File: config.mk
export PLATFORM = sky130hd
export DESIGN_NAME = tcce_cursor
export DESIGN_NICKNAME = d
export VERILOG_FILES = /design/src/rtl/core/text_console_char_engine_unit_defines.svh /design/src/rtl/core/tcce_pkg.sv /design/src/rtl/core/tcce_cursor.sv
export SDC_FILE = /design/constraint.sdc
export NUM_CORES = 1
export LEC_CHECK = 0
export ABC_AREA = 1
export ABC_CLOCK_PERIOD_IN_PS = 3150
export BUFFER_PORTS_ARGS = -buffer_cell sky130_fd_sc_hd__buf_2
export CAP_MARGIN = 20
export CORE_ASPECT_RATIO = 0.8
export CORE_UTILIZATION = 50
export DETAILED_ROUTE_END_ITERATION = 12
export GPL_TIMING_DRIVEN = 0
export PLACE_DENSITY = 0.78
export SLEW_MARGIN = 20
export SYNTH_ARGS = -nofsm -noshare
export SYNTH_HDL_FRONTEND = slang
export SYNTH_SLANG_ARGS = --single-unit
File: constraint.sdc
create_clock -name vclk -period 3.15
set_input_delay 0.315 -clock vclk [all_inputs]
set_output_delay 0.315 -clock vclk [all_outputs]
set_load 0.005 [all_outputs]
File: src/rtl/core/text_console_char_engine_unit_defines.svh
// Assertion helpers shared by the console engine RTL.
`ifndef TEXT_CONSOLE_CHAR_ENGINE_UNIT_DEFINES_SVH
`define TEXT_CONSOLE_CHAR_ENGINE_UNIT_DEFINES_SVH

// Consequent holds in the same cycle as the antecedent.
`define TCCE_ASSERT_SAME(label, clk, rst_n, ante, cons, msg) \
	label: assert property (@(posedge clk) disable iff (!rst_n) (ante) |-> (cons)) \
		else $error(msg);

// Consequent holds in the cycle after the antecedent.
`define TCCE_ASSERT_NEXT(label, clk, rst_n, ante, cons, msg) \
	label: assert property (@(posedge clk) disable iff (!rst_n) (ante) |=> (cons)) \
		else $error(msg);

`endif

File: src/rtl/core/tcce_pkg.sv
package tcce_pkg;

	localparam logic OP_CHAR = 1'b0;
	localparam logic OP_READ = 1'b1;

	localparam logic [7:0] CH_BS      = 8'd8;
	localparam logic [7:0] CH_TAB     = 8'd9;
	localparam logic [7:0] CH_LF      = 8'd10;
	localparam logic [7:0] CH_FF      = 8'd12;
	localparam logic [7:0] CH_CR      = 8'd13;
	localparam logic [7:0] PRINT_LO   = 8'd32;
	localparam logic [7:0] PRINT_HI   = 8'd126;
	localparam logic [7:0] BLANK_CHAR = 8'h20;
	localparam logic [7:0] ATTR_RESET = 8'h0F;
	localparam int         TAB_STEP   = 8;

	typedef struct packed {
		logic       opcode;
		logic [7:0] char_code;
		logic [4:0] read_row;
		logic [6:0] read_col;
	} cmd_t;

	typedef struct packed {
		logic [4:0]  cursor_row;
		logic [6:0]  cursor_col;
		logic [15:0] cell_value;
		logic        scrolled;
	} rsp_t;

	// Memory action implied by a character code.
	typedef struct packed {
		logic printable;
		logic scroll;
		logic clear;
	} act_t;

endpackage

File: src/rtl/core/tcce_cursor.sv
module tcce_cursor
	import tcce_pkg::*;
#(
	parameter int SCREEN_COLS = 80,
	parameter int SCREEN_ROWS = 25,
	localparam int CW = $clog2(SCREEN_COLS),
	localparam int RW = $clog2(SCREEN_ROWS)
) (
	input  logic [7:0]    char_code,
	input  logic [RW-1:0] row,
	input  logic [CW-1:0] col,
	output act_t          act,
	output logic [RW-1:0] row_nxt,
	output logic [CW-1:0] col_nxt
);

	localparam int CW1 = CW + 1;
	localparam logic [CW-1:0] COL_LAST = CW'(SCREEN_COLS - 1);
	localparam logic [RW-1:0] ROW_LAST = RW'(SCREEN_ROWS - 1);
	localparam logic [CW-1:0] TAB_MASK = ~CW'(TAB_STEP - 1);

	logic [CW:0] tab_sum;
	logic        tab_over;

	// Round down to a tab stop, then step to the next one.
	assign tab_sum  = {1'b0, col & TAB_MASK} + CW1'(TAB_STEP);
	assign tab_over = tab_sum > {1'b0, COL_LAST};

	always_comb begin
		act     = '0;
		row_nxt = row;
		col_nxt = col;
		if (char_code >= PRINT_LO && char_code <= PRINT_HI) begin
			act.printable = 1'b1;
			if (col != COL_LAST) begin
				col_nxt = col + 1'b1;
			end else if (row != ROW_LAST) begin
				row_nxt = row + 1'b1;
				col_nxt = '0;
			end else begin
				act.scroll = 1'b1;
				col_nxt    = '0;
			end
		end else begin
			case (char_code)
				CH_BS: begin
					if (col != '0) begin
						col_nxt = col - 1'b1;
					end
				end
				CH_TAB: begin
					col_nxt = tab_over ? COL_LAST : tab_sum[CW-1:0];
				end
				CH_LF: begin
					col_nxt = '0;
					if (row == ROW_LAST) begin
						act.scroll = 1'b1;
					end else begin
						row_nxt = row + 1'b1;
					end
				end
				CH_FF: begin
					act.clear = 1'b1;
					row_nxt   = '0;
					col_nxt   = '0;
				end
				CH_CR: begin
					col_nxt = '0;
				end
				default: begin
				end
			endcase
		end
	end

endmodule

==> impl_results.md <==
- Pwr Density: approximately 110 nW/um2
- Gr usage total: 23.5%
- Post-Synthesis Cells: between 200 and 250
- Fillers: between 200 and 250
- Post-CTS Resized: 0
- Setup TNS Final: 0 ps
- Die H: approximately 45 um
- Synth warn: 0
- Worst EP required: approximately 2800 ps
- Syn_nets: between 200 and 250
- First-pass detailed-route iteration total: 4
- Buffers on Ports: 32
- FMAX: roughly 500 MHz
- Post-route DRC: 0
- HP Class: in2out
- Yosys cell types: 24
- Clock buffer count: 0
- Seq_cells: 0
- Most frequent cell after synthesis: nand2_1
- Tmin final: between 1500 and 2000 ps
- Die X: between 50 and 60 um
- Commonest cells in the synthesized netlist: nand2_1, nand3_1, nor2_1
- Placed cell area: ~1300 um2
- Global-route wire length before repair: approximately 4.5 mm
- Antenna violations before repair: 0
- Layout Cells excl Fill: about 280
- Final GP Congestion: roughly 0.85
- Period utilization: around three fifths
- GR peak layer: met1
- Arrival time at the worst endpoint: between 1500 and 2000 ps
- Register area: 0 um2
- Vias in the first global route: 1028
- Ports: 35
- CP Launch Type: input pin
- GR Layer Usage met2: about a third
- Dpl cells: around 280
- Crit end category: output port
- Core box area: about 2100 um2
- VDD IR max: 0.0678 mV
- Post-synthesis sequential area ratio: 0%
- Max cap viols: 0
- Via Count: 1389
- Global Route met1 Usage: 39.4%
- Num rows: 15
- RSZ-0062 raised after global routing: no
- Initial core utilization: 52.9%
- Worst Tran Pin Value: about 410 ps
- Ratio of cells with drive above 1 in the final layout: a little over a quarter
- Slew HR: 72.8%
- Cell taking the most area after synthesis: nand2_1
- Main area contributors after synthesis: nand2_1, nand3_1, ha_1
- Number of routed nets with antenna violations: 0
- Status: finished, final reports clean
- Avg WL per Cell: approximately 10 um
- Pwr Total: approximately 0.15 mW
- Vias per cell: 5.03
- Final wirelength: about 2.8 mm
- Critical-path maximum fanout: 6
- Number of DRC markers in iteration 0: 46
- Largest net degree at the start of global routing: 11
- Hpwl dp: about 2.3 mm
- Pins over their slew limit: 0
- Gr ovfl total: 0
- Hold Buf Count CTS: 0
- Post-Layout Inst Area: 1320 um2
- Cell Area, Synth: 1130 um2
- Layout area overhead: 16.9%
- Grt met3 use: less than 1%
- Multi-input logic area: about 990 um2
- Final hold violation count: 0
- Hold slack final: 1000 ps
- Die area: 2460 um2
- Yosys top cell area share: about a quarter
- Ant. Diodes: 0
- Total Nets Final: ~280
- Post-CTS Setup Inserts: 0
- Avg Inst Size Synth: between 5 and 6 um2
- Setup Viol. Count Final: 0
- Crit Path Category: in2out
- P_leak: 0.733 nW
## final timing paths
path	endpoint	slack, ps	start	cells past startpoint
setup / recovery	col_nxt[1]	1200	col[0]	13
hold / removal	row_nxt[3]	1000	row[3]	4
## per-stage QoR
stage / utilization, % / worst slack [ps]
after floorplan: - / 1660
after CTS: 61.8 / 1220
after detailed placement: 61.8 / 1230
final: 61.8 / 1200
after global routing: 61.8 / 1040
after global placement: 61.8 / 1220
## critical path, cell delays in order
cell and delay, ps:
buf_2 140, inv_1 190, ha_1 200, inv_1 40, nor2_1 70, nand3_1 170, nand2_1 100, nand2_1 60
nand2_1 50, nand3_1 70, nand2_1 70, nand2_1 50, buf_2 120
## cells in the final DEF, fill, tap and decap left out
cell and instances:
buf_6 1, inv_2 11, clkinv_1 1, nand2_2 5, nand3_2 2, inv_1 16
o211ai_2 1, a21oi_1 1, or2_0 1, nand4_1 4, buf_4 3, ha_1 8
nor3_2 2, nand3_1 36, o21ai_1 5, nand2_1 78, nand3b_1 1, o21ai_0 4
nor2_1 19, xnor2_1 1, nor2_4 4, o21ai_2 1, xor2_1 10, nor2_2 4
buf_2 32
## cells by family after synthesis
logic type / share of synthesized area, %
AND/OR/NAND/NOR: 64.0
buffers and inverters: 12.3
AO/OA/AOI/OAI: 6.30
XOR/XNOR: 8.52
adder cells (fa/ha/maj): 8.85
## power by group
part | switching [mW] | internal, mW | leakage [nW] | total, mW
combinational | 0.0880 | 0.0583 | 0.733 | 0.146
clock | 0 | 0 | 0 | 0
sequential | 0 | 0 | 0 | 0
total | 0.0880 | 0.0583 | 0.733 | 0.146
## metal layers
metal / vias to the layer above / share of wire [%]
met3: 0 / 4.5
met1: 591 / 52
met4: 0 / 0
met5: - / 0
li1: 764 / -
met2: 34 / 44
## layout make-up
| type | instances | share of cell area, % |
|---|---|---|
| Multi-Input combinational cell | 187 | 75.0 |
| Timing Repair Buffer | 32 | 12.1 |
| Inverter | 28 | 7.95 |
| Buffer | 4 | 2.55 |
| Tap cell | 25 | 2.37 |
Power figures use the tool's default switching activity.
